### src/hw/rtl/ypm_min_tree.sv
// registered minimum tree over lane distances, lowest index wins ties
`timescale 1ns / 1ps

module ypm_min_tree
#(
    parameter  int ENTRIES = 16,
    parameter  int DIST_W  = 48,
    localparam int IDX_W   = $clog2(ENTRIES)
)
(
    input  logic              clk,
    input  logic              rst_n,
    input  logic              valid_in,
    input  logic [DIST_W-1:0] dist_in [ENTRIES],
    output logic              valid_out,
    output logic [IDX_W-1:0]  best_idx
);

    localparam int LEVELS = IDX_W;
    localparam int P2     = 1 << LEVELS;
    localparam int NODES  = P2 - 1;

    logic [DIST_W-1:0] leaf_dist [P2];
    logic [IDX_W-1:0]  leaf_idx  [P2];
    logic [DIST_W-1:0] node_dist_reg [NODES];
    logic [IDX_W-1:0]  node_idx_reg  [NODES];
    logic              vld_reg [LEVELS];

    for (genvar i = 0; i < P2; i++)
    begin : g_leaf
        if (i < ENTRIES)
        begin : g_real
            assign leaf_dist[i] = dist_in[i];
        end
        else
        begin : g_pad
            assign leaf_dist[i] = '1;
        end
        assign leaf_idx[i] = IDX_W'(i);
    end

    for (genvar n = 0; n < NODES; n++)
    begin : g_node
        localparam int LC = 2 * n + 1;
        logic [DIST_W-1:0] l_dist;
        logic [DIST_W-1:0] r_dist;
        logic [IDX_W-1:0]  l_idx;
        logic [IDX_W-1:0]  r_idx;
        if (LC >= NODES)
        begin : g_from_leaf
            assign l_dist = leaf_dist[LC - NODES];
            assign r_dist = leaf_dist[LC + 1 - NODES];
            assign l_idx  = leaf_idx[LC - NODES];
            assign r_idx  = leaf_idx[LC + 1 - NODES];
        end
        else
        begin : g_from_node
            assign l_dist = node_dist_reg[LC];
            assign r_dist = node_dist_reg[LC + 1];
            assign l_idx  = node_idx_reg[LC];
            assign r_idx  = node_idx_reg[LC + 1];
        end
        always_ff @(posedge clk)
        begin
            if (r_dist < l_dist)
            begin
                node_dist_reg[n] <= r_dist;
                node_idx_reg[n]  <= r_idx;
            end
            else
            begin
                node_dist_reg[n] <= l_dist;
                node_idx_reg[n]  <= l_idx;
            end
        end
    end

    always_ff @(posedge clk or negedge rst_n)
    begin
        if (!rst_n)
        begin
            for (int l = 0; l < LEVELS; l++)
            begin
                vld_reg[l] <= 1'b0;
            end
        end
        else
        begin
            vld_reg[0] <= valid_in;
            for (int l = 1; l < LEVELS; l++)
            begin
                vld_reg[l] <= vld_reg[l-1];
            end
        end
    end

    assign valid_out = vld_reg[LEVELS-1];
    assign best_idx  = node_idx_reg[0];

endmodule

### config.mk
export PLATFORM = sky130hd
export DESIGN_NAME = ypm_min_tree
export DESIGN_NICKNAME = d
export VERILOG_FILES = /design/src/hw/rtl/ypm_min_tree.sv
export SDC_FILE = /design/constraint.sdc
export NUM_CORES = 2
export LEC_CHECK = 0
export BUFFER_PORTS_ARGS = -buffer_cell sky130_fd_sc_hd__buf_2
export CORE_AREA = 3 3 301 303
export DETAILED_ROUTE_END_ITERATION = 8
export DIE_AREA = 0 0 304 306
export GPL_TIMING_DRIVEN = 0
export HOLD_SLACK_MARGIN = 0.08
export PLACE_DENSITY = 0.76
export SYNTH_ARGS = -nofsm -noshare
export SYNTH_HDL_FRONTEND = slang
export SYNTH_SLANG_ARGS = --single-unit
### constraint.sdc
create_clock -name clk -period 2.65 [get_ports clk]
set_input_delay 0.3975 -clock clk [delete_from_list [all_inputs] [get_ports clk]]
set_output_delay 0.3975 -clock clk [all_outputs]
set_load 0.1 [all_outputs]
# Word level (Yosys, flattened, before mapping)
# Memories as Yosys holds them, arrays and structs flattened.
# Index checks and enable logic that the tools add are counted.
# word_totals
wordCells,126
memories,2
register_bits,4
output_inout_bits,5
ram_bits,780
# memory_table
memory,depth,width,read_ports,rd_clocked_by_memory_dff,write_ports,line_no,text
node_dist_reg,15,48,14,0,15,25,logic [DIST_W-1:0] node_dist_reg [NODES];
node_idx_reg,15,4,15,0,15,26,logic [IDX_W-1:0] node_idx_reg [NODES];
# op_classes
n_lt_le_gt_ge,15
bitwise_logic,30
mux,75
# op_table
cell,count
< comparator 48 bit,15
2-to-1 mux 48 bit,15
2-to-1 mux 4 bit,15
2-to-1 mux 1 bit,45
bitwise OR 1 bit,30

# Depth between registers and ports, before layout
# An unclocked memory read counts as a cell.
# depth
ltp_word,5
mapped_depth,12

# Worst setup path after synthesis
# No wires, ideal clock.
# synth_path
path_kind,input to register
start,input dist_in[79] in the netlist's numbering
end,memory node_dist_reg[14][38] (netlist: node_dist_reg[1][326])
arrival_ps,2702
n_path_buf,2
stages,9
setup_slack_ps,-173
required_time_ps,2529
path_cell_list,inv_1 ha_1 and4_1 nand4_1 or4_1 o311ai_1 buf_2 buf_2 mux2_2
# synth_lines
element,line_no,text
from (decl),14,"input logic [DIST_W-1:0] dist_in [ENTRIES],"
to (decl),25,

==> out/results.ini <==
[clock_tree]
root_buffer=clkbuf_16
htree_levels=3
clk_pin_slew_ps=60
cts_buffers=76
clock-sinks=702
cts_tree=yes
clockBufferDepth=3
insertion_delay_ps=630

[sta]
slew_headroom=0.440
setup_slack_ps=-334
hold_viol=0
tightestPinTransition_ps=833
period_minus_slack_ps=2980
slew_violations=0
setup_viol=480
rsz0062_at_grt=yes
skew_ps=36.8
timing.fmax_mhz=335
period_share=1.13

[worst_hold_path]
holdPathStages=2
holdPathEnd=node_dist_reg[1][178]$_DFF_P_
min_path_type=input port to flop
hold_start=dist_in[322]

[route]
wl_per_cell_um=23.7
viasPerCell=5.61
vias=38596
first_iter_violations=3049
post-route-drc-count=0
antenna_left=0
routed_wl_um=163000
firstDrtPassIters=6

[setup_path]
cp-start-kind=flop
cp_common_cell=nand4_1
crit_path_max_fanout=5
critPathKind=flop to flop
worstPathRequired_ps=3130
cp_cell_sequence=inv_1 > ha_1 > nand4_1 > nor4_4 > nand4_1 > a21oi_2 > nand3b_1 > buf_6 > buf_12 > buf_8 > mux2_4
reg2reg_slack_ps=-330
cp_top_family=simple AND/OR/NAND/NOR gates
crit_buf_inv=4
critPathMaxStageDelay_ps=430
r2r_end=node_dist_reg[0][309]$_DFF_P_
cp.arrival_ps=3460
r2r_cells=11
r2r-start=node_dist_reg[1][265]$_DFF_P_
worst_setup_path_end_kind=flop
cp_slowest_cell=nor4_4

[yosys]
synth_edf_count=0
yosysMostFrequentCell=inv_1
syn-num-nets=5420
synth_common_cells=725 x inv_1, 705 x ha_1, 698 x dfxtp_1, 674 x mux2_2, 223 x a21oi_1
netlist_area_um2=39700
synth-seq-cells=702
yosysWarnings=0
synth_top_area_frac=0.352
synth.area.top_cells=dfxtp_1 35%, ha_1 22%, mux2_2 19%
yosys.area.top_type=dfxtp_1
yosysSeqAreaShare=0.354
async_flop_share=0.00570
ys.flop_type=dfxtp_1
avgSynthCellArea_um2=10.1
synth_cells=3944
synth_cell_types=50

[floorplan]
chipHeight_um=306
initial_core_util=0.450
rows=109
core_area_um2=88200
die_area_um2=93000
io_pins=776
die-width_um=304

[cells_and_area]
final_cell_area_um2=59600
syn_to_final_growth_pct=50.1
fill_cells=5864
fin_nets=7086
layout-drive-gt1-share=0.367
largest_reg_flops=672

[pwr]
powerDensity_nw_per_um2=725
vdd.ir_drop.worst_v=0.000730
p_leak_nw=30.0

[grt]
overflow=0
antenna_found_initial=56
grt_pass1_vias=41105
grt_start_max_net_pins=20
grt_first_pass_wirelength_um=230000
grt.total_usage=0.318

[placement]
pre_cts_ws_ps=-2190
placedInstanceArea_um2=45100
io_buffers=775
dp_hpwl_um=103000
gp_congestion=0.971

[flow_run]
cap_violations=0

[status]
status=complete, but fails checks
violations=negative setup slack

metrics by stage:
stage | hold WS [ps] | setup TNS [ps] | cells | util | total power [mW]
2_1_floorplan | 102 | 0 | 3944 | - | 22.0
3_3_place_gp | 202 | -666450 | 5884 | 0.511 | 26.0
3_5_place_dp | 207 | -686970 | 5884 | 0.511 | 26.3
4_1_cts | 80.0 | -7850 | 6814 | 0.655 | 41.3
5_1_grt | 87.1 | -77400 | 6868 | 0.675 | 45.2
6_report | 103 | -53120 | 6876 | 0.676 | 43.2
power breakdown:
group | total (mW) | internal, mW | leakage [nW] | switching [mW]
Combinational | 16.9 | 8.81 | 22.7 | 8.07
Sequential | 14.5 | 13.0 | 5.94 | 1.46
Clock | 11.9 | 7.32 | 1.36 | 4.54
Total | 43.2 | 29.1 | 30.0 | 14.1
cell type report:
class | instances | area, um2 | area share
plain buffers | 60 | 813 | 0.0136
multi-input cells | 2445 | 25100 | 0.421
flip-flops and latches | 702 | 14200 | 0.238
clock buffers | 105 | 2200 | 0.0370
diodes | 42 | 105 | 0.00176
repair buffers | 1599 | 12400 | 0.209
well taps | 1165 | 1460 | 0.0245
clock inverters | 32 | 588 | 0.00987
inverters | 726 | 2740 | 0.0460
worst register-to-register path: stages, from the launching register on:
cell and delay (ps):
dfxtp_1 350, inv_1 60, ha_1 310, nand4_1 220
nor4_4 430, nand4_1 240, a21oi_2 310, nand3b_1 230
buf_6 160, buf_12 120, buf_8 120, mux2_4 310
cells in the final DEF, fill, tap and decap left out, types with 10 or more instances in the layout:
master	count
a211oi_2	10
o21ai_0	75
ha_4	68
a21oi_1	192
nor2_1	63
nand4_1	99
buf_4	47
inv_2	37
buf_2	777
mux2_2	493
a211oi_1	23
buf_6	25
clkbuf_1	13
bufinv_16	15
a21o_1	117
clkbuf_16	91
dfxtp_1	609
nor3_1	14
a31oi_1	11
nand3_1	36
dfxtp_2	88
mux2_4	190
buf_12	32
buf_8	14
nand2b_1	16
nand2_2	14
clkbuf_8	15
ha_1	632
a21oi_2	29
dlygate4sd3_1	735
diode_2	42
o211ai_1	14
nand2_1	139
inv_1	685
o21ai_1	14
nor2b_1	17
and4_1	12
logic make-up (layout without fill, tap and decap cells):
| family | count (synthesis) | in the layout | share of synthesized area |
|---|---|---|---|
| adders and majority gates | 705 | 705 | 0.222 |
| AOI/OAI and AO/OA | 578 | 578 | 0.0911 |
| muxes | 683 | 683 | 0.195 |
| DFF | 702 | 702 | 0.354 |
| other | 0 | 42 | 0 |
| buffers and inverters | 797 | 2522 | 0.0767 |
| and+or+nand+nor | 479 | 479 | 0.0612 |
metal layers:
metal	part of all wire	routed length (um)	track usage	up-vias
li1	-	-	-	17120
met1	0.36	59400	0.352	18120
met2	0.47	77100	0.541	2343
met3	0.083	13500	0.0799	997
met4	0.080	13000	0.213	16
met5	0.00071	115	0	-
timing repair:
item / in CTS / in global routing
hold endpoints to repair: 376 / 0
gates resized for setup: 425 / 422
buffers inserted: 46 / 32
setup endpoints to repair: 564 / 659
cloned: 15 / 9
hold buffers: 735 / 0
pin swaps: 79 / 106
worst max-delay path by stage:
stage                                  start                            end  slack, ps  cells after the start
2_1_floorplan                   dist_in[145]  node_dist_reg[1][278]$_DFF_P_        0.3                     10
4_1_cts        node_dist_reg[1][287]$_DFF_P_  node_dist_reg[0][288]$_DFF_P_       -170                     12
6_report       node_dist_reg[1][265]$_DFF_P_  node_dist_reg[0][309]$_DFF_P_       -330                     11
3_5_place_dp                    dist_in[347]  node_dist_reg[1][172]$_DFF_P_      -2190                     11
5_1_grt        node_dist_reg[1][249]$_DFF_P_  node_dist_reg[0][309]$_DFF_P_       -400                     12
3_3_place_gp                    dist_in[347]  node_dist_reg[1][174]$_DFF_P_      -2180                     11
(Power assumes the default switching activity.)
