**src/hw/rtl/ypm_pkg.sv**
```systemverilog
// shared types, constants and coefficient rounding for the yiq palette matcher
`timescale 1ns / 1ps

package ypm_pkg;

    localparam int DEF_PALETTE_ENTRIES = 16;
    localparam int DEF_PALETTE_SETS    = 2;
    localparam int DEF_COEF_FRAC_BITS  = 14;

    localparam int COLOR_W     = 8;
    localparam int MATCH_IDX_W = 4;
    localparam int LANE_LAT    = 5;

    localparam logic REQ_LOAD  = 1'b0;
    localparam logic REQ_MATCH = 1'b1;

    // rows y, i, q; columns r, g, b; millionths
    localparam int COEF_MICRO [9] = '{
         299000,  587000,  114000,
         595716, -274453, -321263,
         211456, -522591,  311135
    };

    typedef struct packed {
        logic [COLOR_W-1:0] red;
        logic [COLOR_W-1:0] green;
        logic [COLOR_W-1:0] blue;
    } rgb_t;

    // round to nearest, halves away from zero on the magnitude
    function automatic longint coef_fixed(input int k, input int frac_bits);
        longint micro;
        longint mag;
        longint fx;
        micro = longint'(COEF_MICRO[k]);
        mag   = (micro < 0) ? -micro : micro;
        fx    = (mag * (longint'(1) << frac_bits) + 64'sd500000) / 64'sd1000000;
        return (micro < 0) ? -fx : fx;
    endfunction

endpackage

```
**src/hw/rtl/ypm_lane.sv**
```systemverilog
// one palette entry: per-set color storage and pipelined yiq squared distance
`timescale 1ns / 1ps

module ypm_lane
    import ypm_pkg::*;
#(
    parameter  int PALETTE_SETS   = DEF_PALETTE_SETS,
    parameter  int COEF_FRAC_BITS = DEF_COEF_FRAC_BITS,
    localparam int SET_W          = (PALETTE_SETS > 1) ? $clog2(PALETTE_SETS) : 1,
    localparam int DIST_W         = 2 * COEF_FRAC_BITS + 20
)
(
    input  logic              clk,
    input  logic              wr_en,
    input  logic [SET_W-1:0]  wr_set,
    input  rgb_t              wr_color,
    input  logic [SET_W-1:0]  rd_set,
    input  rgb_t              rd_color,
    output logic [DIST_W-1:0] sq_dist
);

    localparam int CW   = COEF_FRAC_BITS + 1;
    localparam int PW   = COEF_FRAC_BITS + 9;
    localparam int AXW  = COEF_FRAC_BITS + 11;
    localparam int AW   = COEF_FRAC_BITS + 9;
    localparam int SQW  = 2 * AW;
    localparam int DW_D = COLOR_W + 1;

    rgb_t pal_mem [PALETTE_SETS];

    logic [COLOR_W-1:0]      in_c  [3];
    logic [COLOR_W-1:0]      pal_c [3];
    logic signed [DW_D-1:0]  diff_reg [3];
    logic signed [PW-1:0]    prod_reg [9];
    logic signed [AXW-1:0]   axis_sum [3];
    logic signed [AXW-1:0]   axis_mag [3];
    logic [AW-1:0]           axis_reg [3];
    logic [SQW-1:0]          sq_reg [3];
    logic [DIST_W-1:0]       dist_reg;
    rgb_t                    pal_rd;

    always_ff @(posedge clk)
    begin
        if (wr_en)
        begin
            pal_mem[wr_set] <= wr_color;
        end
    end

    assign pal_rd = pal_mem[rd_set];

    always_comb
    begin
        in_c[0]  = rd_color.red;
        in_c[1]  = rd_color.green;
        in_c[2]  = rd_color.blue;
        pal_c[0] = pal_rd.red;
        pal_c[1] = pal_rd.green;
        pal_c[2] = pal_rd.blue;
    end

    always_ff @(posedge clk)
    begin
        for (int c = 0; c < 3; c++)
        begin
            diff_reg[c] <= $signed({1'b0, in_c[c]}) - $signed({1'b0, pal_c[c]});
        end
    end

    for (genvar k = 0; k < 9; k++)
    begin : g_prod
        localparam logic signed [CW-1:0] COEF_K = CW'(coef_fixed(k, COEF_FRAC_BITS));
        always_ff @(posedge clk)
        begin
            prod_reg[k] <= PW'(COEF_K) * PW'(diff_reg[k % 3]);
        end
    end

    always_comb
    begin
        for (int r = 0; r < 3; r++)
        begin
            axis_sum[r] = AXW'(prod_reg[3*r]) + AXW'(prod_reg[3*r+1])
                        + AXW'(prod_reg[3*r+2]);
            axis_mag[r] = (axis_sum[r] < 0) ? -axis_sum[r] : axis_sum[r];
        end
    end

    always_ff @(posedge clk)
    begin
        for (int r = 0; r < 3; r++)
        begin
            axis_reg[r] <= AW'(axis_mag[r]);
            sq_reg[r]   <= SQW'(axis_reg[r]) * SQW'(axis_reg[r]);
        end
        dist_reg <= DIST_W'(sq_reg[0]) + DIST_W'(sq_reg[1]) + DIST_W'(sq_reg[2]);
    end

    assign sq_dist = dist_reg;

endmodule

```
**config.mk**
```make
export PLATFORM = sky130hd
export DESIGN_NAME = ypm_lane
export DESIGN_NICKNAME = d
export VERILOG_FILES = /design/src/hw/rtl/ypm_pkg.sv /design/src/hw/rtl/ypm_lane.sv
export SDC_FILE = /design/constraint.sdc
export NUM_CORES = 2
export LEC_CHECK = 0
export BUFFER_PORTS_ARGS = -buffer_cell sky130_fd_sc_hd__buf_2
export CORE_AREA = 2 2 427 429
export CTS_BUF_LIST = sky130_fd_sc_hd__clkbuf_4 sky130_fd_sc_hd__clkbuf_8
export DETAILED_ROUTE_END_ITERATION = 16
export DIE_AREA = 0 0 429 431
export GPL_TIMING_DRIVEN = 0
export HOLD_SLACK_MARGIN = 0.06
export SLEW_MARGIN = 10
export SYNTH_ARGS = -nofsm -noshare
export SYNTH_HDL_FRONTEND = slang
export SYNTH_SLANG_ARGS = --single-unit
```
**constraint.sdc**
```tcl
create_clock -name clk -period 20.1 [get_ports clk]
set_clock_uncertainty 0.1 [all_clocks]
set_input_delay 0 -clock clk [delete_from_list [all_inputs] [get_ports clk]]
set_output_delay 0 -clock clk [all_outputs]
set_load 0.05 [all_outputs]
```
=== Word level (Yosys, flattened, before mapping) ===
Memory sizes are Yosys's and may differ from the RTL's.
Cells that the tools add are included.

* Add/subtract/negate cells: 14
* $mul: 12
* Magnitude comparators: 3
* Muxes and demuxes: 5

{| class="wikitable"
|+ Operators by type and width
! cell !! count
|-
| $mul 23x23->46 || 3
|-
| $add 24x23->25 || 3
|-
| $lt 25x1->1 const B || 3
|-
| $add 23x23->24 || 3
|-
| $mux 23 || 3
|-
| $neg 23->23 || 3
|-
| $mul 10x9->19 const A || 3
|-
| $add 48x46->48 || 1
|-
| $add 46x46->47 || 1
|-
| $mul 14x9->23 const A || 2
|-
| $sub 8x8->9 || 3
|-
| $mul 15x9->23 const A || 1
|-
| $mul 13x9->22 const A || 1
|-
| $mul 14x9->22 const A || 1
|-
| $mul 10x9->18 const A || 1
|-
| $mux 1 || 2
|}

* Register bits: 48
* RAM bits: 489
* Input port bits: 52
* Output and inout bits: 48
* Logic and storage cells: 40
* Memories kept: 5

{| class="wikitable"
|+ Memory list
! name !! words !! width !! rd ports !! clocked after Yosys merged registers in !! write ports !! line !! RTL
|-
| prod_reg || 9 || 23 || 9 || 0 || 9 || ypm_lane.sv:34 || <nowiki>logic signed [PW-1:0] prod_reg [9];</nowiki>
|-
| sq_reg || 3 || 46 || 3 || 0 || 3 || ypm_lane.sv:38 || <nowiki>logic [SQW-1:0] sq_reg [3];</nowiki>
|-
| axis_reg || 3 || 23 || 3 || 0 || 3 || ypm_lane.sv:37 || <nowiki>logic [AW-1:0] axis_reg [3];</nowiki>
|-
| pal_mem || 2 || 24 || 1 || 0 || 1 || ypm_lane.sv:29 || <nowiki>rgb_t pal_mem [PALETTE_SETS];</nowiki>
|-
| diff_reg || 3 || 9 || 3 || 0 || 3 || ypm_lane.sv:33 || <nowiki>logic signed [DW_D-1:0] diff_reg [3];</nowiki>
|}

=== Longest topological paths before layout ===
An unclocked memory read counts as a cell.

* Word-level depth: 5
* Mapped depth: 28
* Gate-level depth less buffers: 27

=== Worst setup path after synthesis ===
Ideal clock, no wire load.

* Kind: register to register
* Start: memory axis_reg[0][55] in the netlist's numbering
* End: memory sq_reg[0][136] in the netlist's numbering
* Setup time: 119 ps
* Arrival time: 7350 ps
* Data required time: 19881 ps
* Slack: 12531 ps
* Stages on the path, launching flop included: 28
* Path buffers: 3
* Clock period less this slack: 7569 ps
* Path through: dfxtp_1 -> clkbuf_1 -> clkbuf_1 -> nand2_1 -> fa_1 -> inv_1 -> fa_1 -> inv_1 -> fa_1 -> inv_1 -> fa_1 -> fa_1 -> fa_1 -> inv_1 -> fa_1 -> inv_1 -> ha_1 -> clkbuf_1 -> a21oi_1 -> and3b_1 -> a211o_1 -> o21a_1 -> a211o_1 -> o31a_1 -> or4_1 -> a31o_2 -> o41a_1 -> xor2_1

{| class="wikitable"
|+ RTL lines
! item !! line
|-
| start: declaration || ypm_lane.sv:37
|-
| end: declaration || ypm_lane.sv:38
|}

==> results.toml <==
[worst_hold_path]
hold_path.class = "in -> reg"
min_from = "wr_color[15]"

[finish]
layout_commonest_cell = "inv_1"
multiInputGateArea_mm2 = 0.0621
drive_gt1_frac = 0.0365
largest_reg_flops = 173
syn_to_final_growth_pct = 8.73
fin_util = 0.486
seq_area_mm2 = 0.0104
fillers = 16900
mostFrequentLayoutCells = "inv_1, fa_1, ha_1"
layout.nets = 11300

[worst_setup_path]
slowest_stage = "clkbuf_1"
path_delay_family = "adder cells"
cp_slowest_stage_delay_ns = 0.68
crit_buf_inv = 7
path_class = "reg -> reg"
r2r_start = "axis_reg[0][29]"
cp-start-kind = "flip-flop"
cp_max_fo = 10
cp-end-kind = "flip-flop"
cpMostUsedCell = "fa_1"
cp_data_required_time_ns = 20.69
cp-startpoint = "axis_reg[0][29]"
worstPathArrival_ns = 9.64

[cts]
root_buffer = "clkbuf_8"
cts_tree = "built"
clock_latency_ns = 0.87
ctsResizeCount = 0
h-tree-depth = 3
cts_made_buffers = 94
cts.reportedPaths.clkPinSlew_ns = 0.06
clk_path_buf_depth = 3
clock_sinks = 497

[synthesis]
yosys_warnings = 0
synth_cell_types = 78
netlist_area_mm2 = 0.0805
ys_async_sr_fraction = 0
synth_fp_nets = 11000
ys.flop_type = "dfxtp_1"
synth.yosys.seq_area_share = 0.130
avgSynthCellArea_um2 = 9.65
synth_edf_count = 48
ys_seq_elements = 497
synthCells = 8348

[floorplan]
die_w_um = 429
std_cell_rows = 156
die_y_um = 431
start_util = 0.447
die_area_mm2 = 0.185
io_pins = 100
core_area_mm2 = 0.180

[sta]
setup_violations = 0
drv_slew = 0
fmax_mhz = 111
worst_pin_slew_ns = 1.14
post-route-period-util = 0.450
finalHoldViolations = 0
finalSetupTns_ns = 0
fin_crit_ns = 9.04
rsz0062_at_grt = "false"
max_slew_margin = 0.241

[grt]
grt_pass1_vias = 61700
grt_pass1_wl_um = 349000
antenna_found_initial = 17
track_usage = 0.247
grt_overflow = 0
grt_max_degree = 25

[detailed_routing]
routedWlPerCell_um = 20.1
vias = 57200
vias_per_cell = 5.14
drc = 0
first_pass_iters = 6
ant_nets = 0
drtIter0Drc = 3401
wirelength_um = 223000

[place]
place_hpwl_um = 191000
routabilityCongestion = 0.944
numPortBuffers = 98

[run_status]
status = "complete, no violations"

[run]
timing.max_cap.violations = 0
-- what timing repair did --
action / CTS / global route
hold buffers: 124 / 0
endpoints found under the hold margin: 123 / 0
setup buffers: 0 / 0
-- logic make-up after synthesis --
family                   count (synthesis)  synth area share
AO/OA/AOI/OAI                         1096            0.0886
XOR/XNOR                               476            0.0518
adder cells (fa/ha/maj)               2590             0.535
buffers and inverters                 2143            0.0999
flip-flops                             497             0.130
multiplexers                            34           0.00433
AND/OR/NAND/NOR                       1512            0.0913
-- final cells by class --
cell class | instances | share of cell area
clock buffer | 133 | 0.0197
clock inverter | 40 | 0.00630
timing repair buffer | 223 | 0.0199
antenna | 15 | 0.000429
sequential | 497 | 0.119
buffer | 187 | 0.00802
tap | 2370 | 0.0339
multi-input combinational | 5708 | 0.709
inverter | 1956 | 0.0838
-- Yosys cell counts, types with 10 or more instances --
| cell | count | share of area |
|---|---|---|
| inv_1 | 1955 | 0.091 |
| fa_1 | 1419 | 0.35 |
| ha_1 | 1171 | 0.18 |
| nand2_1 | 542 | 0.025 |
| dfxtp_1 | 449 | 0.11 |
| xnor2_1 | 333 | 0.036 |
| a21oi_1 | 331 | 0.021 |
| and2_1 | 311 | 0.024 |
| nor2_1 | 274 | 0.013 |
| a21o_1 | 209 | 0.019 |
| clkbuf_1 | 186 | 0.0087 |
| o21ai_0 | 166 | 0.010 |
| xor2_1 | 143 | 0.016 |
| nor2b_1 | 71 | 0.0055 |
| o21bai_1 | 70 | 0.0065 |
| nor3_1 | 68 | 0.0042 |
| o21a_1 | 54 | 0.0050 |
| nand2b_1 | 51 | 0.0040 |
| edfxtp_1 | 48 | 0.018 |
| nand3_1 | 48 | 0.0030 |
| a31oi_1 | 41 | 0.0032 |
| nand4_1 | 34 | 0.0026 |
| and3_1 | 31 | 0.0024 |
| a211oi_1 | 30 | 0.0028 |
| mux2i_1 | 27 | 0.0034 |
| or3_1 | 26 | 0.0020 |
| o211ai_1 | 21 | 0.0020 |
| o31ai_1 | 19 | 0.0018 |
| a31o_2 | 16 | 0.0017 |
| a211o_1 | 12 | 0.0013 |
| a21boi_0 | 11 | 0.0010 |
| o31a_1 | 11 | 0.0012 |
| or2_2 | 11 | 0.00085 |
| a2111oi_0 | 10 | 0.0011 |
| nor4_1 | 10 | 0.00078 |
-- worst reg2reg max path, cell delays in order, from the launching register on --
cell       delay (ns)
dfxtp_1          0.65
clkbuf_1         0.64
clkbuf_1         0.68
nand2_1          0.19
fa_1             0.54
inv_1            0.07
fa_1             0.48
fa_1             0.56
ha_1             0.14
inv_1            0.05
fa_1             0.50
inv_1            0.05
fa_1             0.54
inv_1            0.05
fa_1             0.49
inv_1            0.05
ha_1             0.35
and2_1           0.19
a2111oi_0        0.40
a21oi_1          0.08
a21oi_1          0.37
o31a_1           0.35
o21ba_2          0.28
o211ai_1         0.12
a221oi_1         0.57
mux2i_1          0.28
nand4_1          0.14
-- through the flow --
stage                     instances  hold slack (ns)  setup WS [ns]  area (um^2)
final                         11100            0.305          11.06        87600
after global routing          11100            0.276          10.68        87600
after CTS                     11100            0.208          11.13        87500
after detailed placement      10800           0.0907          11.13        84000
after global placement        10800           0.0898          11.13        84000
after floorplan                8348         -0.00113          12.53        80500
-- path summary, 6_finish.rpt --
check | endpoint | slack (ns) | cells past startpoint
worst min-delay path | pal_mem[0][15] | 0.30 | 3
worst max-delay path | sq_reg[0][91] | 11.06 | 26
worst min register to register | sq_dist[0] | 0.36 | 1
worst max register to register | sq_reg[0][91] | 11.06 | 26
-- routing by layer --
metal	up-vias	wire (um)	share of wire	global-route usage
li1	26800	-	-	-
met5	-	13	0.000058	0
met2	1422	111000	0.49	0.433
met3	335	12100	0.054	0.0370
met1	28600	91700	0.41	0.306
met4	2	9010	0.040	0.0937
Power is left out: the tool's default activity adds up to more than one toggle a clock period on the data nets, which glitch-free logic cannot reach.
